==> config.mk <==
export PLATFORM = sky130hd
export DESIGN_NAME = nbbr_fifo
export DESIGN_NICKNAME = d
export VERILOG_FILES = /design/src/hdl/nbbr_fifo.sv
export SDC_FILE = /design/constraint.sdc
export NUM_CORES = 1
export LEC_CHECK = 0
export BUFFER_PORTS_ARGS = -buffer_cell sky130_fd_sc_hd__buf_4
export CORE_MARGIN = 3
export CORE_UTILIZATION = 35
export CTS_CLUSTER_SIZE = 40
export DETAILED_ROUTE_END_ITERATION = 7
export PLACE_DENSITY = 0.54
export SETUP_SLACK_MARGIN = 0.1
export SLEW_MARGIN = 20
export SYNTH_ARGS = -nofsm -noshare
export SYNTH_HDL_FRONTEND = slang
export SYNTH_SLANG_ARGS = --single-unit
==> constraint.sdc <==
create_clock -name i_clk -period 2.1 [get_ports i_clk]
set_clock_uncertainty 0.1 [all_clocks]
set_input_delay 0.105 -clock i_clk [delete_from_list [all_inputs] [get_ports i_clk]]
set_output_delay 0.105 -clock i_clk [all_outputs]
set_load 0.01 [all_outputs]
==> src/hdl/nbbr_fifo.sv <==
// Small flip-flop queue used between the stages of the translator.
// Depends on nothing.
module nbbr_fifo #(
    parameter int WIDTH = 8,
    parameter int DEPTH = 2
) (
    input  logic             i_clk,
    input  logic             i_rst_n,
    input  logic             i_push,
    input  logic [WIDTH-1:0] i_data,
    output logic             o_full,
    input  logic             i_pop,
    output logic [WIDTH-1:0] o_data,
    output logic             o_empty
);

    localparam int PTR_W = (DEPTH > 1) ? $clog2(DEPTH) : 1;
    localparam int CNT_W = $clog2(DEPTH + 1);
    localparam logic [PTR_W-1:0] PTR_LAST = PTR_W'(DEPTH - 1);

    logic [WIDTH-1:0] r_mem [DEPTH];
    logic [PTR_W-1:0] r_wr_ptr, n_wr_ptr;
    logic [PTR_W-1:0] r_rd_ptr, n_rd_ptr;
    logic [CNT_W-1:0] r_count, n_count;
    logic             do_push, do_pop;

    assign o_full  = (r_count == CNT_W'(DEPTH));
    assign o_empty = (r_count == '0);
    assign do_push = i_push && !o_full;
    assign do_pop  = i_pop && !o_empty;
    assign o_data  = r_mem[r_rd_ptr];

    always_comb begin
        n_wr_ptr = r_wr_ptr;
        n_rd_ptr = r_rd_ptr;
        n_count  = r_count;
        if (do_push) begin
            n_wr_ptr = (r_wr_ptr == PTR_LAST) ? '0 : r_wr_ptr + 1'b1;
        end
        if (do_pop) begin
            n_rd_ptr = (r_rd_ptr == PTR_LAST) ? '0 : r_rd_ptr + 1'b1;
        end
        if (do_push && !do_pop) begin
            n_count = r_count + 1'b1;
        end else if (do_pop && !do_push) begin
            n_count = r_count - 1'b1;
        end
    end

    always_ff @(posedge i_clk) begin
        if (!i_rst_n) begin
            r_wr_ptr <= '0;
            r_rd_ptr <= '0;
            r_count  <= '0;
        end else begin
            r_wr_ptr <= n_wr_ptr;
            r_rd_ptr <= n_rd_ptr;
            r_count  <= n_count;
        end
    end

    always_ff @(posedge i_clk) begin
        if (do_push) begin
            r_mem[r_wr_ptr] <= i_data;
        end
    end

endmodule

; After elaboration in Yosys (flattened, before gate mapping)
; Memory sizes are Yosys's and may differ from the RTL's. A register that Yosys moved wholly into a read port is not among the register bits.
; Index checks and enable logic that the tools add are counted.
[classes]
n_mux = 8
shifts = 0
add_sub_neg = 4
mul = 0
n_reduce_logical = 10
n_eq_ne = 1
div = 0
n_lt_le_gt_ge = 0
bitwise_logic = 0
[ops]
columns = operator, n
row1 = 2-to-1 mux 1 bit, 6
row2 = logical AND 1 bit, 4
row3 = logical NOT 1 bit, 4
row4 = 2-to-1 mux 2 bit, 2
row5 = adder 1 bit (second input constant), 2
row6 = adder 2 x 1 -> 2 bit (second input constant), 1
row7 = equality test 2 bit (second input constant), 1
row8 = logical NOT 2 bit, 1
row9 = nonzero test 2 bit, 1
row10 = subtractor 2 x 1 -> 2 bit (second input constant), 1
[word_totals]
regBits = 4
mem_bits_rw = 16
mem_count = 1
elab_cells = 27
latch_bits = 0
input_bits = 12
rom_bits = 0
out_inout_bits = 10
[memory_table]
columns = memory, words, word_bits, read_ports, rd_ports_with_merged_regs, wr, line_no
row1 = r_mem, 2, 8, 1, 1, 1, 21  ; logic [WIDTH-1:0] r_mem [DEPTH];

; Longest topological paths before layout
; Gate-level depths: netlist of the first run.
[logic_depth]
word_depth = 7
mapped_depth = 7
depth_no_buf = 7

; Least setup slack after synthesis of the first run
; OpenSTA, ideal clock, no wires.
[synth_path]
path_kind = register to register
start = register r_count[0]
end = register r_count[1]
period_less_slack_ns = 1.571
arrival_time_ns = 1.401
setup_time_ns = 0.070
required_time_ns = 1.930
path_slack_ns = 0.529
path_buffers = 0
path_stages_with_launch = 7
cell_sequence = dfxtp_1 -> nand2b_1 -> inv_2 -> nor2_1 -> ha_1 -> or3_1 -> a21boi_1
[synth_via]
elab_chain_cells = 6
elab_cells_between_ends = 15
classes_between = 2 x add/sub / 1 x eq/ne / 2 x mux / 10 x reduce/logical
[synth_rtl]
columns = element, line_no
row1 = from (decl), 24  ; logic [CNT_W-1:0] r_count, n_count;
row2 = from (signal assigned), 58  ; r_count <= n_count;
row3 = equality test 2 bit (*), 27  ; assign o_full = (r_count == CNT_W'(DEPTH));
row4 = net o_full, 11  ; output logic o_full,
row5 = logical NOT 1 bit (*), 29  ; assign do_push = i_push && !o_full;
row6 = logical AND 1 bit (*), 29
row7 = logical NOT 1 bit, 45  ; end else if (do_pop && !do_push) begin
row8 = logical AND 1 bit, 45
row9 = nonzero test 2 bit (no source line), -
; The timed path passes the listed nets; every way through them passes the cells marked *. The select of a mux whose other input is x is not followed.
; A chain may end at the register's enable or synchronous reset.

; Worst setup path after layout of the first run
[layout_path]
start = register r_count[0]
end = register r_count[1]
[layout_via]
elab_chain_cells = 6
elab_cells_between_ends = 15
classes_between = 2 x add/sub / 1 x eq/ne / 2 x mux / 10 x reduce/logical
[layout_rtl]
columns = element, line_no
row1 = equality test 2 bit / logical NOT 2 bit (equally long branches), "27, 28"
row2 = "logical NOT 1 bit, on equally long branches", "29, 30"
row3 = "logical AND 1 bit, on equally long branches", "29, 30"
row4 = "logical NOT 1 bit, on equally long branches", "45, 43"
row5 = "logical AND 1 bit, on equally long branches", "45, 43"
row6 = nonzero test 2 bit (no source line) / 2-to-1 mux 2 bit (equally long branches), -
; Parallel ways exist; a longest one is shown, timed or not. The select of a mux whose other input is x is not followed.

==> results.sh, run 1 <==
export IMPL_top_layer="met4"
export IMPL_cap_violations=0
export IMPL_fin_area_mm2=0.00112
export IMPL_met1_length_um=589
export IMPL_root_buffer="clkbuf_4"
export IMPL_numCtsBuffers=3
export IMPL_rsz0062_at_grt="no"
export IMPL_drc_errors=0
export IMPL_slew_headroom_pct=73.4
export IMPL_core_area_mm2=0.00208
export IMPL_fillers=186
export IMPL_period_share_pct=79.5
export IMPL_syn_inst=50
export IMPL_dr_first_iter_drc_count=5
export IMPL_routed_wl_met3_um=61
export IMPL_clock_sinks=21
export IMPL_antenna_found_initial=0
export IMPL_htree_levels=1
export IMPL_path_class="reg2reg"
export IMPL_end_kind="flop"
export IMPL_ys_flop_type="edfxtp_1"
export IMPL_io_pins=22
export IMPL_fin_setup_tns_ns=0
export IMPL_seq_area_um2=581
export IMPL_yosys_top_cells_area="edfxtp_1, dfxtp_1, mux2_2"
export IMPL_cts_resized=0
export IMPL_gp_congestion=0.733
export IMPL_path_clk_slew_ns=0.11
export IMPL_critical_path_max_stage_delay_ns=0.43
export IMPL_ys_seq_area_share_pct=71.7
export IMPL_grt_pass1_vias=452
export IMPL_async_flop_share_pct=0
export IMPL_clock_fmax_mhz=599
export IMPL_dieHeight_um=54.1
export IMPL_ys_ff_latch=21
export IMPL_hold_viol_final=0
export IMPL_netlist_top_cells_count="edfxtp_1, mux2_2, dfxtp_1, and2_1"
export IMPL_cts_tree="built"
export IMPL_syn_area_um2=810
export IMPL_power_switching_mw=0.334
export IMPL_die_area_mm2=0.00293
export IMPL_yosysTopAreaCell="edfxtp_1"
export IMPL_max_clock_path_buffers=2
export IMPL_netSwitchingFraction_pct=28.4
export IMPL_required_ns=2.23
export IMPL_postCtsHoldBufs=9
export IMPL_p_seq_share_pct=49.7
export IMPL_combPwrFrac_pct=34.6
export IMPL_setup_viol=0
export IMPL_cp_slowest_cell="dfxtp_1"
export IMPL_grt_pass1_wl_um=1880
export IMPL_drv_slew=0
export IMPL_synth_cell_types=20
export IMPL_wl_per_cell_um=11.1
export IMPL_startpoint_type="flop"
export IMPL_totalWireLength_um=1240
export IMPL_diodes=0
export IMPL_yosys_warnings=0
export IMPL_path_cells="nand2b_1 -> inv_2 -> nor2_1 -> ha_1 -> or3_1 -> a21boi_1"
export IMPL_multi_input_area_um2=216
export IMPL_synth_top_cell_area_share_pct=59.4
export IMPL_synth_edf_count=16
export IMPL_clockPowerShare_pct=15.7
export IMPL_syn_avg_cell_area_um2=16.2
export IMPL_wl_met2_um=579
export IMPL_leakage_nw=0.439
export IMPL_p_int_mw=0.842
export IMPL_grtUsageTotal_pct=9.57
export IMPL_status="completed"
export IMPL_powerDensity_mw_per_mm2=1050
export IMPL_firstDrtPassIters=4
export IMPL_dieWidth_um=54.1
export IMPL_postRouteAntennaNets=0
export IMPL_hold_class="in2reg"
export IMPL_initial_core_util_pct=38.9
export IMPL_port_buffers=21
export IMPL_clock_latency_ns=0.29
export IMPL_synth_nets=63
export IMPL_viasPerCell=4.41
export IMPL_overflow=0
export IMPL_worstPathArrival_ns=1.80
export IMPL_drive_gt1_share_pct=41.7
export IMPL_layout_nets=98
export IMPL_vias=489
export IMPL_ir_worst_vdd_mv=0.547
export IMPL_cts_post_setup_buffers_inserted=0
export IMPL_grt_max_degree=12
export IMPL_syn_to_final_growth_pct=38.3
export IMPL_min_period_ns=1.67
export IMPL_tightest_slew_ns=0.399
export IMPL_rows=16
export IMPL_critPathMaxFanout=5
export IMPL_synth_most_common_cell="edfxtp_1"
export IMPL_placed_area_mm2=0.00100
[layout by cell type (no fill, tap or decap)]
cell type      instances
nand2b_1               1
nor3_2                 1
inv_2                  1
dfxtp_1                5
buf_4                 22
inv_1                  1
a21boi_0               1
and3_1                 1
o21a_1                 1
dlygate4sd3_1          9
or3_1                  1
xnor2_1                2
edfxtp_1              16
a21boi_1               1
o21ai_1                1
mux2_2                 8
nor2_1                 2
o21ai_0                1
clkbuf_1               1
and2_1                 3
clkbuf_4               3
xor2_1                 1
ha_1                   1
[worst max-delay path: cells and delay by family (launching register included)]
family | cells | cell delay [ns]
adders and majority gates | 1 | 0.26
AOI/OAI and AO/OA | 1 | 0.13
buffers and inverters | 1 | 0.06
DFF | 1 | 0.43
and+or+nand+nor | 3 | 0.63
[metrics by stage]
step / util (%) / cells / total power, mW / hold WS, ns / setup slack, ns
global route: 53.8 / 111 / 1.27 / 0.0676 / 0.305
CTS: 53.8 / 111 / 1.19 / 0.0462 / 0.425
finish: 53.8 / 111 / 1.18 / 0.0570 / 0.430
detailed placement: 48.2 / 98 / 0.995 / 0.193 / 0.438
floorplan: - / 50 / 0.829 / 0.104 / 0.529
global placement: 48.2 / 98 / 0.997 / 0.190 / 0.498
[final timing paths]
path                                  from          to  slack [ns]  cells after the start
worst max-delay path            r_count[0]  r_count[1]        0.43                      6
worst max register to register  r_count[0]  r_count[1]        0.43                      6
worst min register to register  r_count[1]  r_count[1]        0.43                      2
worst min-delay path                i_push    r_wr_ptr        0.06                      3
[registers in the layout (all words and copies together), names as in the netlist, named ones only]
name      cells
r_mem        16
r_count       2
r_rd_ptr      1
r_wr_ptr      1
[power groups by stage]
stage | registers (mW) | clock network [mW] | logic [mW]
6_report | 0.585 | 0.185 | 0.407
5_1_grt | 0.596 | 0.221 | 0.450
4_1_cts | 0.587 | 0.193 | 0.414
3_5_place_dp | 0.596 | 0 | 0.399
3_3_place_gp | 0.595 | 0 | 0.402
2_1_floorplan | 0.566 | 0 | 0.263
[metal layers]
metal | track usage (%) | vias to the layer above
met2 | 14.3 | 12
met4 | 6.22 | 0
met5 | 0 | -
met3 | 2.49 | 2
li1 | - | 252
met1 | 12.1 | 223
[cell families after synthesis]
family          after synthesis  share of synthesized area, %
buf+inv                       3                          1.54
xor+xnor                      3                          3.25
flops                        21                          71.7
compound gates                5                          4.02
simple gates                  9                          6.80
mux                           8                          11.1
fa+ha+maj                     1                          1.55
[layout make-up]
class,count,share of cell area (%)
inverter,2,0.670
clock buffer,4,2.35
tap,27,3.02
sequential,21,51.8
multi-input combinational,26,19.3
timing repair buffer,31,22.8
(Power assumes the default switching activity.)
==> inputs of run 2 (changes only) <==
clock period = 1.6 ns   (was 2.1 ns; I/O delays follow)
==> run 2 against run 1 <==
Compared with the run above: highest routed layer unchanged; critical endpoint unchanged; setup slack worse by 0.36 ns; sequential cell count stayed put; combinational power is 56% higher; critical path type unchanged.
==> results.sh, run 2 (synthesis results as in run 1) <==
export IMPL_numCtsBuffers=3
export IMPL_diodes=0
export IMPL_timing_rr_end="r_count[1]"
export IMPL_min_path_cells=3
export IMPL_viasPerCell=4.34
export IMPL_placed_area_mm2=0.00102
export IMPL_htree_levels=1
export IMPL_path_class="reg2reg"
export IMPL_dp_cells=99
export IMPL_drv_slew=0
export IMPL_syn_to_final_growth_pct=46.5
export IMPL_gp_congestion=0.638
export IMPL_firstDrtPassIters=1
export IMPL_grt_max_degree=13
export IMPL_critPathMaxFanout=4
export IMPL_whs_ns=0.0357
export IMPL_r2r_slack_ns=0.07
export IMPL_powerDensity_mw_per_mm2=1400
export IMPL_min_period_ns=1.53
export IMPL_leakage_nw=0.465
export IMPL_startpoint="r_count[0]"
export IMPL_layout_nets=101
export IMPL_setup_viol=0
export IMPL_hpwl_um=911
export IMPL_path_clk_slew_ns=0.11
export IMPL_overflow=0
export IMPL_period_share_pct=95.4
export IMPL_grtUsageTotal_pct=10.5
export IMPL_io_pins=22
export IMPL_dr_first_iter_drc_count=0
export IMPL_clock_fmax_mhz=655
export IMPL_cap_violations=0
export IMPL_drive_gt1_share_pct=52.9
export IMPL_r2r_cells=7
export IMPL_final_common_cell="buf_4"
export IMPL_end_kind="flop"
export IMPL_drc_errors=0
export IMPL_root_buffer="clkbuf_4"
export IMPL_slew_headroom_pct=73.4
export IMPL_ir_worst_vdd_mv=0.827
export IMPL_crit_path_end="r_count[1]"
export IMPL_cts_tree="built"
export IMPL_dieHeight_um=54.1
export IMPL_postRouteAntennaNets=0
export IMPL_fin_setup_tns_ns=0
export IMPL_worstPathArrival_ns=1.66
export IMPL_die_area_mm2=0.00293
export IMPL_most_common_layout_cells="buf_4, edfxtp_1, dlygate4sd3_1"
export IMPL_grt_pass1_wl_um=2130
export IMPL_fin_area_mm2=0.00119
export IMPL_clock_latency_ns=0.29
export IMPL_grt_pass1_vias=533
export IMPL_hold_class="in2reg"
export IMPL_antenna_found_initial=0
export IMPL_totalWireLength_um=1320
export IMPL_p_total_mw=1.66
export IMPL_startpoint_type="flop"
export IMPL_core_area_mm2=0.00208
export IMPL_top_regs="r_mem (16), r_count (2)"
export IMPL_top_register="r_mem"
export IMPL_fin_cells=114
export IMPL_r2r_start="r_count[0]"
export IMPL_rsz0062_at_grt="yes"
export IMPL_clock_sinks=21
export IMPL_largest_reg_flops=16
export IMPL_rows=16
export IMPL_fillers=182
export IMPL_initial_core_util_pct=38.9
export IMPL_required_ns=1.73
export IMPL_status="completed"
export IMPL_wl_per_cell_um=11.6
export IMPL_vias=495
export IMPL_port_buffers=21
export IMPL_tightest_slew_ns=0.399
export IMPL_max_clock_path_buffers=2
export IMPL_hold_viol_final=0
export IMPL_dieWidth_um=54.1
==> run 2: layout make-up <==
class / count / area (um^2) / share of cell area (%)
timing repair buffer: 34 / 278 / 23.4
clock inverter: 1 / 5.00 / 0.422
clock buffer: 3 / 22.5 / 1.90
sequential: 21 / 589 / 49.7
tap: 27 / 33.8 / 2.85
multi-input combinational: 26 / 248 / 20.9
inverter: 2 / 10.0 / 0.844
==> run 2: what timing repair did <==
item / 4_1_cts / 5_1_grt
setup buffers: 2 / 0
hold buffers: 9 / 0
endpoints found under the hold margin: 21 / 0
cloned: 0 / 0
resized for setup: 7 / 1
pin swaps: 2 / 1
setup endpoints to repair: 9 / 8
==> run 2: worst min-delay path by stage <==
stage	start	endpoint
2_1_floorplan	i_data[0]	r_mem[0][0]
3_3_place_gp	i_data[6]	r_mem[0][6]
3_5_place_dp	i_data[5]	r_mem[1][5]
4_1_cts	i_push	r_wr_ptr
5_1_grt	i_push	r_wr_ptr
6_report	i_push	r_wr_ptr
==> run 2: power breakdown <==
part           leakage, nW  switching, mW  internal [mW]  total, mW
Combinational        0.255          0.255          0.380      0.636
Sequential           0.192         0.0805          0.710      0.791
Clock               0.0177          0.146         0.0928      0.239
==> run 2: per-layer routing <==
metal | up-vias | GRT usage [%] | routed length, um
li1 | 258 | - | -
met1 | 224 | 10.0 | 558
met2 | 11 | 20.6 | 686
met3 | 2 | 3.60 | 65
met4 | 0 | 3.73 | 12
met5 | - | 0 | 0
==> run 2: critical path, stage by stage (launching register included) <==
cell and delay [ns]:
dfxtp_4 0.38, nand2b_4 0.15, inv_4 0.06, nor2_4 0.04, ha_4 0.15, xor2_1 0.14
or3_1 0.32, a21boi_1 0.12
==> run 2: through the flow <==
step	setup slack, ns	utilization [%]
after floorplan	0.105	-
after global placement	0.0576	49.2
after detailed placement	0.0399	49.2
after CTS	0.0689	56.9
after global routing	-0.0155	57.0
final	0.0737	57.0
