<file path="config.mk">
export PLATFORM = sky130hd
export DESIGN_NAME = nbbr_front
export DESIGN_NICKNAME = d
export VERILOG_FILES = /design/src/hdl/nbbr_pkg.sv /design/src/hdl/nbbr_front.sv
export SDC_FILE = /design/constraint.sdc
export NUM_CORES = 1
export LEC_CHECK = 0
export BUFFER_PORTS_ARGS = -buffer_cell sky130_fd_sc_hd__buf_4
export CAP_MARGIN = 10
export CORE_MARGIN = 2
export CORE_UTILIZATION = 35
export DETAILED_ROUTE_END_ITERATION = 12
export PLACE_DENSITY_LB_ADDON = 0.25
export SLEW_MARGIN = 20
export SYNTH_ARGS = -nofsm -noshare
export SYNTH_HDL_FRONTEND = slang
export SYNTH_SLANG_ARGS = --single-unit
</file>
<file path="constraint.sdc">
create_clock -name vclk -period 3.9
set_input_delay 0.585 -clock vclk [all_inputs]
set_output_delay 0.585 -clock vclk [all_outputs]
set_load 0.005 [all_outputs]
</file>
<file path="src/hdl/nbbr_pkg.sv">
// Package for the bad-block remap translator: field widths, codes, reset values
// and the word types that pass between the front end, the queues and the back end.
// Depends on nothing.
package nbbr_pkg;

    // Default values of the top-level parameters
    localparam int DEF_MAX_BLOCKS      = 8192;
    localparam int DEF_PAGES_PER_BLOCK = 32;
    localparam int DEF_BLOCKS_PER_MB   = 64;

    // Fixed field widths
    localparam int BLK_W     = 13;
    localparam int MARK_W    = 8;
    localparam int PART_W    = 2;
    localparam int SECTOR_W  = 18;
    localparam int PAGE_W    = 18;
    localparam int BADCNT_W  = 14;
    localparam int CFG_W     = 8;
    localparam int CFG_IDX_W = 2;

    // Widths that cover every legal parameter value
    localparam int VBLK_W = 14;  // virtual block index, up to 16384 blocks
    localparam int BASE_W = 18;  // partition base and limit in blocks
    localparam int OFF_W  = 7;   // page within a block, up to 128 pages

    localparam logic [MARK_W-1:0]   GOOD_MARK = 8'hFF;
    localparam logic [BADCNT_W-1:0] COUNT_MAX = 14'h3FFF;
    localparam int                  PAGE_MAX  = 262143;

    // Configuration register indexes and reset values
    localparam logic [CFG_IDX_W-1:0] CFG_KERNEL  = 2'd0;
    localparam logic [CFG_IDX_W-1:0] CFG_RAMDISK = 2'd1;
    localparam logic [CFG_IDX_W-1:0] CFG_GENERAL = 2'd2;

    localparam logic [CFG_W-1:0] RST_KERNEL_MB  = 8'd1;
    localparam logic [CFG_W-1:0] RST_RAMDISK_MB = 8'd3;
    localparam logic [CFG_W-1:0] RST_GENERAL_MB = 8'd124;

    // Partition numbers
    localparam logic [PART_W-1:0] PART_KERNEL  = 2'd0;
    localparam logic [PART_W-1:0] PART_RAMDISK = 2'd1;
    localparam logic [PART_W-1:0] PART_GENERAL = 2'd2;

    typedef enum logic {
        FUNC_SCAN  = 1'b0,
        FUNC_XLATE = 1'b1
    } t_func;

    typedef enum logic [1:0] {
        RC_OK       = 2'd0,
        RC_BAD_PART = 2'd1,
        RC_UNMAPPED = 2'd2,
        RC_RANGE    = 2'd3
    } t_rc;

    // Classified command, front end to back end
    typedef struct packed {
        t_func              func;
        logic               restart;
        logic               bad;
        logic [BLK_W-1:0]   blk;
        t_rc                rc;
        logic [VBLK_W-1:0]  vblk;
        logic [BASE_W-1:0]  base;
        logic [BASE_W-1:0]  limit;
        logic [OFF_W-1:0]   off;
    } t_cmd;

    // Result word, back end to output queue
    typedef struct packed {
        t_rc                  result_code;
        logic                 block_bad;
        logic [PAGE_W-1:0]    page;
        logic [BADCNT_W-1:0]  bad_count;
    } t_res;

endpackage

</file>
<file path="src/hdl/nbbr_front.sv">
// Front end of the translator: classifies an input word and works out the
// partition window and virtual block. Depends on nbbr_pkg.
module nbbr_front #(
    parameter int MAX_BLOCKS      = nbbr_pkg::DEF_MAX_BLOCKS,
    parameter int PAGES_PER_BLOCK = nbbr_pkg::DEF_PAGES_PER_BLOCK,
    parameter int BLOCKS_PER_MB   = nbbr_pkg::DEF_BLOCKS_PER_MB
) (
    input  logic                          i_func,
    input  logic [nbbr_pkg::BLK_W-1:0]    i_block_index,
    input  logic [nbbr_pkg::MARK_W-1:0]   i_marker_byte,
    input  logic [nbbr_pkg::PART_W-1:0]   i_partition,
    input  logic [nbbr_pkg::SECTOR_W-1:0] i_sector,
    input  logic [nbbr_pkg::CFG_W-1:0]    i_kernel_mb,
    input  logic [nbbr_pkg::CFG_W-1:0]    i_ramdisk_mb,
    input  logic [nbbr_pkg::CFG_W-1:0]    i_general_mb,
    output nbbr_pkg::t_cmd                o_cmd
);

    import nbbr_pkg::*;

    // Pages per block is a power of two: split the sector by shift and mask
    localparam int OFF_SH = $clog2(PAGES_PER_BLOCK);

    logic [BASE_W-1:0] kernel_blks, ramdisk_blks, general_blks;
    logic [BASE_W-1:0] base, limit;
    logic              part_ok;
    logic [BASE_W:0]   vblk_sum;

    assign kernel_blks  = BASE_W'(i_kernel_mb) * BASE_W'(BLOCKS_PER_MB);
    assign ramdisk_blks = BASE_W'(i_ramdisk_mb) * BASE_W'(BLOCKS_PER_MB);
    assign general_blks = BASE_W'(i_general_mb) * BASE_W'(BLOCKS_PER_MB);

    always_comb begin
        part_ok = 1'b1;
        case (i_partition)
            PART_KERNEL: begin
                base  = '0;
                limit = kernel_blks;
            end
            PART_RAMDISK: begin
                base  = kernel_blks;
                limit = kernel_blks + ramdisk_blks;
            end
            PART_GENERAL: begin
                base  = kernel_blks + ramdisk_blks;
                limit = kernel_blks + ramdisk_blks + general_blks;
            end
            default: begin
                base    = '0;
                limit   = '0;
                part_ok = 1'b0;
            end
        endcase
    end

    assign vblk_sum = {1'b0, base} + (BASE_W + 1)'(i_sector >> OFF_SH);

    always_comb begin
        o_cmd.func    = t_func'(i_func);
        o_cmd.restart = (i_block_index == '0);
        o_cmd.bad     = (i_marker_byte != GOOD_MARK);
        o_cmd.blk     = i_block_index;
        o_cmd.vblk    = vblk_sum[VBLK_W-1:0];
        o_cmd.base    = base;
        o_cmd.limit   = limit;
        o_cmd.off     = OFF_W'(i_sector & SECTOR_W'(PAGES_PER_BLOCK - 1));
        if (!part_ok) begin
            o_cmd.rc = RC_BAD_PART;
        end else if (vblk_sum >= (BASE_W + 1)'(MAX_BLOCKS)) begin
            o_cmd.rc = RC_RANGE;
        end else begin
            o_cmd.rc = RC_OK;
        end
    end

endmodule

</file>
* Word-level counts from Yosys, hierarchy flattened
Cells that the tools add are included.
** Word-level totals
- Register bits after elaboration :: 0
- Output and inout port bits :: 75
- Logic and storage cells :: 15
** Operators by class
- $add $sub $neg :: 3
- Magnitude comparators :: 1
- Equality and inequality tests :: 3
- Muxes and demuxes :: 5
- Reductions and logical operators :: 3
** Operator list (number)
- $pmux W16 S3 :: 1
- $pmux W15 S2 :: 1
- $add A18 B13 Y19 :: 1
- $ge A19 B14 Y1 const B :: 1
- $add A15 B14 Y16 :: 1
- $add A14 B14 Y15 :: 1
- $logic_not A13 Y1 :: 1
- $ne A8 B8 Y1 const B :: 1
- $mux W2 :: 2
- $reduce_or A3 Y1 :: 1
- $eq A2 B1 Y1 const B :: 1
- $eq A2 B2 Y1 const B :: 1
- $logic_not A2 Y1 :: 1
- $mux W1 :: 1

* Depth between registers and ports, before layout
Gate-level depths: netlist of the first run.
- Depth after elaboration :: 6
- Gate-level depth with buffers :: 15
- Mapped depth without buffers :: 15

* Worst setup path after synthesis of the first run
Ideal clock, no wire load.
- Path type :: input to output
- Start point :: input port i_kernel_mb[0] (netlist name)
- End point :: output port o_cmd[20] (netlist name)
- Arrival time :: 3.173 ns
- Data required time :: 3.315 ns
- Setup slack :: 0.142 ns
- Stages :: 12
- Path buffers :: 0
- Cells stage by stage :: ha_1 fa_1 a21oi_1 inv_1 a21oi_1 xnor2_1 ha_1 o21a_1 a2111oi_0 nor3_1 a222oi_1 a21oi_1
** RTL lines
- from (decl) :: line nbbr_front.sv:13 : input logic [nbbr_pkg::CFG_W-1:0] i_kernel_mb,
- to (decl) :: line nbbr_front.sv:16 : output nbbr_pkg::t_cmd o_cmd

==> results.tsv, run 1 <==
stage	metric	value	unit
timing	endpoints failing setup	2	
timing	Hold Vio Cnt, Final	0	
timing	Final Critical Period	3.92	ns
detailed_routing	Final ANT Viol Nets	0	
synthesis	post-synthesis adder-cell area fraction	0.235	
timing	Fmax	255	MHz
placed_design	placer's final routability congestion estimate	0.817	
synthesis	leading post-synthesis cells by cell area	ha_1 20%, buf_4 19%, a21oi_1 4.4%	
final_layout	ant diodes	0	
synthesis	mean post-synth cell area	7.33	um^2
global_route	total gr overflow	0	
detailed_routing	Top Metal Used	met3	
worst_setup_path	critical path capture point type	primary output	
detailed_routing	drt drc	0	
power_and_ir_drop	Leak	1.34	nW
synthesis	Synth warnings	0	
clocking	CTS Hold Bufs	0	
placed_design	setup slack at placement	-0.353	ns
worst_setup_path	Crit Path Class	input port to primary output	
synthesis	Netlist Area Pre-Place	1690	um^2
floorplan	I/O pin cnt	141	
worst_setup_path	CP Max Fanout	3	
timing	Pins Over Slew Limit	0	
placed_design	hpwl dp	4.16	mm
final_layout	Fill cells	440	
final_layout	final core occ	0.556	
detailed_routing	Detailed Routing Iterations Pass 1	6	
final_layout	Sequential cell area	0	um^2
synthesis	Synth area leader	ha_1	
detailed_routing	via count	1969	
run_status	failing checks	negative setup slack	
detailed_routing	met3 wire length	346	um
floorplan	Die W	73.6	um
final_layout	Final Net Count	429	
worst_setup_path	Critical Path RT	3.31	ns
power_and_ir_drop	Peak VDD IR	100	uV
power_and_ir_drop	Cell Pwr Density	190	nW/um^2
detailed_routing	DR WL/cell	13.1	um
floorplan	starting density of the core	0.361	
final_layout	area delta synth->final	53.9	%
synthesis	area share of the largest cell type after synthesis	0.199	
power_and_ir_drop	total power	494	uW
global_route	vias in the first global route	1733	
timing	final worst slack	-0.0250	ns
floorplan	die area	5410	um^2
synthesis	multiplexer area fraction after synthesis	0.00591	
timing	fin crit share	1.01	
synthesis	compound-gate portion of the synthesized area	0.284	
global_route	largest net degree at the start of global routing	16	
final_layout	CLK BUF	0	
worst_hold_path	Hold Path Origin	i_sector[1]	
final_layout	share of cells above drive strength 1	0.477	
worst_setup_path	crit path from	i_kernel_mb[0]	
global_route	initial antenna violation count	0	
synthesis	Syn Inst Count	231	
floorplan	FP Rows	25	
floorplan	area of the core	4690	um^2
job	max cap viols	0	
synthesis	largest family of logic cells by synthesized area	compound AO/OA/AOI/OAI gates	
synthesis	area fraction in and, or, nand and nor cells after synthesis	0.170	
detailed_routing	final WL	5.03	mm
synthesis	number of library cell types mapped by synthesis	42	
global_route	first-pass GRT wire length	7.25	mm
detailed_routing	initial DRC count	76	
detailed_routing	metal2 WL	2.70	mm
synthesis	xor/xnor share of the synthesized area	0.0620	
global_route	GRT Total Usage	0.163	
worst_hold_path	Hold WC Path Type	input port to primary output	
worst_setup_path	Startpoint Class	input port	
worst_setup_path	critical path arrival	3.34	ns
final_layout	seq_cells	0	
detailed_routing	DR vias/cell	5.11	
run_status	outcome	finished with violations	
placed_design	PortBufs	98	
synthesis	sequential fraction of the synthesis area	0	
detailed_routing	met1 wire length	1.98	mm
timing	RSZ-0062 raised after global routing	yes	
floorplan	Die Y	73.6	um
## critical path, stage by stage
cell and delay, ns:
buf_8 0.10, ha_4 0.16, fa_2 0.37, a21oi_2 0.16
inv_1 0.07, a21oi_2 0.16, xnor2_2 0.16, a22oi_1 0.09
nor2b_1 0.19, ha_1 0.30, o21a_1 0.19, o31a_1 0.14
o21a_1 0.23, mux2i_2 0.18, a21oi_1 0.09, buf_4 0.15
## Yosys cell counts, types with 2 or more instances
library cell and number:
xor2_1 4, ha_1 27, a222oi_1 7, o211ai_1 3, a21oi_1 15, a21o_1 4
o21a_1 5, nor2b_1 10, inv_1 14, a22oi_1 7, a22o_1 2, clkbuf_1 6
o31a_1 2, buf_4 44, nor4_1 2, nor2_1 19, nand2_1 6, nand2b_1 3
o21ai_0 9, nand3b_1 3, nand4_1 2, nor3_1 6, xnor2_1 8, a211oi_1 3
fa_1 3
## through the flow
step	cell area, um^2	hold slack (ns)	TNS, ns	cells
detailed placement	2380	1.17	-1.41	373
finish	2610	1.17	-0.0368	385
global placement	2380	1.17	-0.997	373
global route	2610	1.17	-0.566	385
floorplan	1760	1.21	0	249
CTS	2510	1.17	0	381
## worst paths after layout
kind | to | cells after the start
worst min-delay path | o_cmd[1] | 0
worst max-delay path | o_cmd[58] | 16
## layout make-up
| cell class | count | area (um^2) | area share |
|---|---|---|---|
| repair buffers | 133 | 1010 | 0.387 |
| inverters | 14 | 52.6 | 0.0202 |
| well taps | 54 | 67.6 | 0.0259 |
| multi-input cells | 184 | 1480 | 0.567 |
## power by group
group / switching, mW / internal (mW) / leakage, nW
Combinational: 0.224 / 0.270 / 1.34
Clock: 0 / 0 / 0
Sequential: 0 / 0 / 0
Total: 0.224 / 0.270 / 1.34
## timing repair
| item | 4_1_cts | 5_1_grt |
|---|---|---|
| gates cloned | 0 | 0 |
| buffers inserted | 8 | 4 |
| gates resized for setup | 15 | 14 |
| pin swaps | 16 | 10 |
| setup endpoints to repair | 6 | 6 |
## kinds of logic (layout without fill, tap and decap cells)
logic type                 after synthesis  in the layout
buffers and inverters                   65            147
AOI/OAI and AO/OA                       66             66
xor gates and xnor gates                12             12
adders and majority gates               30             30
muxes                                    1              1
and+or+nand+nor                         56             56
other                                    1             19
## placed cells by master, fill, tap and decap left out, drive strengths merged, types with 3 or more instances in the layout
master,instances
a211oi,4
a21o,4
a21oi,15
a222oi,7
a22oi,7
buf,133
conb,19
fa,3
ha,27
inv,14
nand2,7
nand2b,3
nand3b,3
nor2,19
nor2b,10
nor3,6
o211ai,3
o21a,5
o21ai,9
xnor2,8
xor2,4
## layer usage
metal / vias up / global-route usage
li1: 979 / -
met1: 903 / 0.184
met2: 87 / 0.344
met3: 0 / 0.00549
met4: 0 / 0.00808
met5: - / 0
Note: power is estimated with default switching activity, not from simulation.
==> run 2, diff against run 1 <==
ABC_AREA = 1   (was not set)
==> run 2 against run 1 <==
The flow now finishes without violations. Non-clock buffer count down 8. Synthesized cell count grew 31%. Sequential cell count unchanged. Routed wire length rose by 6.1%. Die area grew 6.3%.
==> results.tsv, run 2 <==
stage	metric	value	unit
run_status	outcome	complete, no violations	
detailed_routing	Detailed Routing Iterations Pass 1	4	
detailed_routing	via count	2119	
final_layout	final core occ	0.530	
worst_setup_path	critical-path cell list	buf_4, ha_1, a21oi_1, nand2_1, a21oi_2, xor2_1, nand2_1, a21oi_4, ha_4, nand2_1, inv_1, nand4_1, o211ai_1, nand2_1, nand2_1, nand4_1, nand2_1, nand3_2, nand2_1, inv_1, buf_6	
detailed_routing	Final ANT Viol Nets	0	
final_layout	share of cells above drive strength 1	0.374	
worst_setup_path	cell family with most CP delay	simple AND/OR/NAND/NOR gates	
timing	Fmax	265	MHz
timing	hold_ws	1.17	ns
synthesis	Synth warnings	0	
global_route	GRT Total Usage	0.172	
worst_setup_path	Worst path depth	21	
final_layout	Fill cells	514	
global_route	vias in the first global route	1872	
synthesis	number of library cell types mapped by synthesis	29	
floorplan	die area	5750	um^2
final_layout	Final Net Count	496	
global_route	largest net degree at the start of global routing	11	
worst_hold_path	WHS Path Cells	0	
worst_hold_path	Hold WC Path Type	input port to primary output	
final_layout	most common cell after layout, fill and taps aside	buf_4	
power_and_ir_drop	Leak	1.55	nW
timing	RSZ-0062 raised after global routing	yes	
clocking	CTS Hold Bufs	0	
worst_setup_path	Crit Path Class	input port to primary output	
synthesis	most common cell in the netlist	nand2_1	
timing	Hold Vio Cnt, Final	0	
final_layout	ant diodes	0	
synthesis	leading post-synthesis cells by cell area	ha_1 19%, buf_4 18%, nand2_1 16%	
final_layout	most frequent cells in the layout	122 x buf_4, 79 x nand2_1, 41 x inv_1	
synthesis	mean post-synth cell area	5.96	um^2
worst_setup_path	slowest CP cell	ha_1	
placed_design	setup slack at placement	-0.146	ns
worst_setup_path	Worst path max stage delay	0.36	ns
final_layout	Sequential cell area	0	um^2
synthesis	Synth area leader	ha_1	
worst_setup_path	critical path arrival	3.19	ns
floorplan	I/O pin cnt	141	
detailed_routing	DR WL/cell	11.4	um
worst_setup_path	Critical Path RT	3.31	ns
worst_setup_path	Startpoint Class	input port	
timing	endpoints failing setup	0	
detailed_routing	initial DRC count	58	
synthesis	synth cell count leaders	79 x nand2_1, 44 x buf_4, 41 x inv_1, 31 x a21oi_1, 27 x ha_1	
power_and_ir_drop	Peak VDD IR	86.0	uV
final_layout	area delta synth->final	47.8	%
floorplan	Die W	75.8	um
placed_design	PortBufs	98	
global_route	first-pass GRT wire length	8.00	mm
placed_design	placed instance area	2530	um^2
synthesis	area share of the largest cell type after synthesis	0.187	
synthesis	Netlist Area Pre-Place	1810	um^2
global_route	initial antenna violation count	0	
worst_setup_path	cell mode on critical path	nand2_1	
synthesis	Syn Inst Count	303	
worst_setup_path	crit path buf inv count	4	
timing	Final Critical Period	3.77	ns
floorplan	FP Rows	26	
final_layout	Layout Cells excl Fill	468	
final_layout	CLK BUF	0	
synthesis	sequential fraction of the synthesis area	0	
placed_design	placed cell count	465	
worst_setup_path	critical path capture point type	primary output	
detailed_routing	DR vias/cell	4.53	
worst_setup_path	CP Max Fanout	4	
detailed_routing	drt drc	0	
power_and_ir_drop	Cell Pwr Density	180	nW/um^2
final_layout	seq_cells	0	
final_layout	final instance area	2670	um^2
detailed_routing	final WL	5.33	mm
placed_design	placer's final routability congestion estimate	0.894	
timing	fin crit share	0.968	
job	max cap viols	0	
floorplan	Die Y	75.8	um
floorplan	starting density of the core	0.358	
timing	Pins Over Slew Limit	0	
timing	final worst slack	0.126	ns
placed_design	hpwl dp	4.64	mm
floorplan	area of the core	5040	um^2
global_route	total gr overflow	0	
-- run 2: cell types whose count changed in the layout (fill, tap and decap cells not counted), moves of 7 or more --
cell and delta:
inv_1 +27, nand3_1 +14, a222oi_1 -7, a21oi_1 +15, buf_4 -9, nor2_1 -10
nor2b_1 -9, nand2_1 +73
-- run 2: power by group --
part	total [mW]	internal, mW	switching (mW)
registers	0	0	0
logic	0.482	0.245	0.237
clock network	0	0	0
-- run 2: cell type report --
type                            instances  area [um^2]  area share
Tap cell                               70         87.6      0.0328
Multi-Input combinational cell        231         1470       0.551
Timing Repair Buffer                  125          953       0.357
Inverter                               42          158      0.0590
-- run 2: layer usage --
metal	wire (um)	GRT usage	vias up	share of wire
met5	0	0	-	0
met4	4	0.00585	0	0.00075
met3	390	0.0119	2	0.073
met2	2750	0.339	77	0.52
met1	2190	0.211	922	0.41
li1	-	-	1118	-
-- run 2: stage by stage --
| stage | setup TNS [ns] | power, mW |
|---|---|---|
| after floorplan | 0 | 0.272 |
| after global placement | -0.0197 | 0.446 |
| after detailed placement | -0.289 | 0.451 |
| after CTS | 0 | 0.462 |
| after global routing | -0.588 | 0.545 |
| final | 0 | 0.482 |
-- run 2: what timing repair did --
item | CTS | global route
setup buffers | 1 | 2
gates resized for setup | 4 | 18
pin swaps | 1 | 12
endpoints found under the setup margin | 4 | 6
-- run 2: path summary, 6_finish.rpt --
path	slack (ns)	startpoint	end
worst min-delay path	1.17	i_sector[7]	o_cmd[45]
worst max-delay path	0.13	i_kernel_mb[2]	o_cmd[58]
-- run 2: cell families after synthesis --
| logic type | synth area share |
|---|---|
| xor+xnor | 0.0485 |
| simple gates | 0.318 |
| compound gates | 0.133 |
| fa+ha+maj | 0.220 |
| other cells | 0.00208 |
| buf+inv | 0.278 |
==> run 3, diff against run 2 <==
CORE_UTILIZATION = 38   (was 35)
PLACE_DENSITY = 0.83   (was not set)
PLACE_DENSITY_LB_ADDON = not set   (was 0.25)
==> run 3 against run 2 <==
Power up 5.2%. First-iteration DRC count grew 55%. Via count up 5.5%. Setup slack improved by 0.00070 ns. Sequential share of layout area did not move. Non-clock buffer count unchanged. Hold slack is the same. Final cell count fell by 3.4%. Fmax about the same. Final area increased by 1.6%. Combinational power rose by 5.2%. Critical endpoint is now o_cmd[20]. Highest routed layer unchanged.
==> results.tsv, run 3 (synthesis results as in run 2) <==
stage	metric	value	unit
run_status	outcome	complete, no violations	
global_route	largest net degree at the start of global routing	16	
worst_setup_path	cell family with most CP delay	adder cells	
detailed_routing	Detailed Routing Iterations Pass 1	4	
final_layout	final instance area	2710	um^2
final_layout	most frequent cells in the layout	122 x buf_4, 76 x nand2_1, 40 x inv_1	
floorplan	die area	5320	um^2
worst_setup_path	crit path buf inv count	7	
global_route	first-pass GRT wire length	8.45	mm
timing	endpoints failing setup	0	
global_route	total gr overflow	0	
final_layout	seq_cells	0	
global_route	initial antenna violation count	0	
timing	Hold Vio Cnt, Final	0	
timing	Fmax	265	MHz
floorplan	Die Y	73.0	um
final_layout	share of cells above drive strength 1	0.402	
worst_setup_path	cell mode on critical path	nand2_1	
worst_setup_path	critical-path cell list	buf_8, ha_4, fa_2, nand3_2, nand2_4, nand2_2, nand2_1, nand2_1, nand2_1, xnor2_1, inv_1, buf_4, ha_4, inv_1, nor3_2, nand2_1, o211ai_1, buf_4, o21ai_0, nand3_1, nand2_1, inv_1, buf_4	
worst_setup_path	Crit Path Class	input port to primary output	
detailed_routing	DR WL/cell	12.7	um
power_and_ir_drop	Cell Pwr Density	187	nW/um^2
placed_design	hpwl dp	4.67	mm
timing	fin crit share	0.968	
floorplan	Die W	73.0	um
timing	Pins Over Slew Limit	0	
detailed_routing	initial DRC count	90	
placed_design	placed cell count	446	
timing	setup tns final	0	ns
final_layout	Layout Cells excl Fill	452	
detailed_routing	final WL	5.72	mm
floorplan	starting density of the core	0.388	
timing	hold_ws	1.17	ns
worst_setup_path	slowest CP cell	fa_2	
final_layout	Final Net Count	496	
timing	Final Critical Period	3.77	ns
floorplan	FP Rows	25	
final_layout	area delta synth->final	50.1	%
timing	RSZ-0062 raised after global routing	yes	
timing	final worst slack	0.127	ns
final_layout	CLK BUF	0	
worst_setup_path	Critical Path RT	3.31	ns
detailed_routing	via count	2235	
worst_setup_path	Worst path max stage delay	0.37	ns
job	max cap viols	0	
placed_design	placed instance area	2490	um^2
worst_setup_path	CP Max Fanout	4	
global_route	vias in the first global route	2038	
worst_setup_path	critical path capture point type	primary output	
final_layout	ant diodes	0	
detailed_routing	DR vias/cell	4.94	
final_layout	most common cell after layout, fill and taps aside	buf_4	
floorplan	I/O pin cnt	141	
worst_setup_path	critical path arrival	3.19	ns
detailed_routing	Final ANT Viol Nets	0	
placed_design	setup slack at placement	-0.125	ns
global_route	GRT Total Usage	0.191	
worst_setup_path	Startpoint Class	input port	
power_and_ir_drop	Peak VDD IR	91.6	uV
detailed_routing	drt drc	0	
placed_design	placer's final routability congestion estimate	0.898	
final_layout	Sequential cell area	0	um^2
worst_hold_path	Hold WC Path Type	input port to primary output	
floorplan	area of the core	4660	um^2
placed_design	PortBufs	98	
power_and_ir_drop	Leak	1.55	nW
-- run 3: cell counts in the layout (fill, tap and decap cells not counted) --
No cell type changed its count.
-- run 3: worst paths after layout --
kind	from	endpoint	depth (start not counted)
setup / recovery	i_kernel_mb[0]	o_cmd[20]	23
hold / removal	i_sector[1]	o_cmd[1]	0
-- run 3: through the flow --
stage	power (mW)	util
after floorplan	0.272	-
after global placement	0.436	0.534
after detailed placement	0.446	0.534
after CTS	0.455	0.539
after global routing	0.560	0.582
final	0.507	0.582
-- run 3: where the power goes --
group | switching (mW) | internal (mW) | total [mW]
sequential | 0 | 0 | 0
clock | 0 | 0 | 0
combinational | 0.252 | 0.255 | 0.507
total | 0.252 | 0.255 | 0.507
-- run 3: routing by layer --
layer | routed length (um) | GRT usage
met1 | 2130 | 0.224
met2 | 3110 | 0.390
met3 | 439 | 0.0110
met4 | 41 | 0.00823
met5 | 0 | 0
-- run 3: timing repair --
| action | 4_1_cts | 5_1_grt |
|---|---|---|
| resized for setup | 3 | 33 |
| endpoints found under the setup margin | 4 | 8 |
| hold buffers | 0 | 0 |
| buffers inserted | 0 | 6 |
| pin swaps | 0 | 20 |
-- run 3: final cells by class --
class / count / area (um^2)
fillers: 437 / 1950
multi-input cells: 231 / 1530
repair buffers: 125 / 953
inverters: 42 / 158
well taps: 54 / 67.6
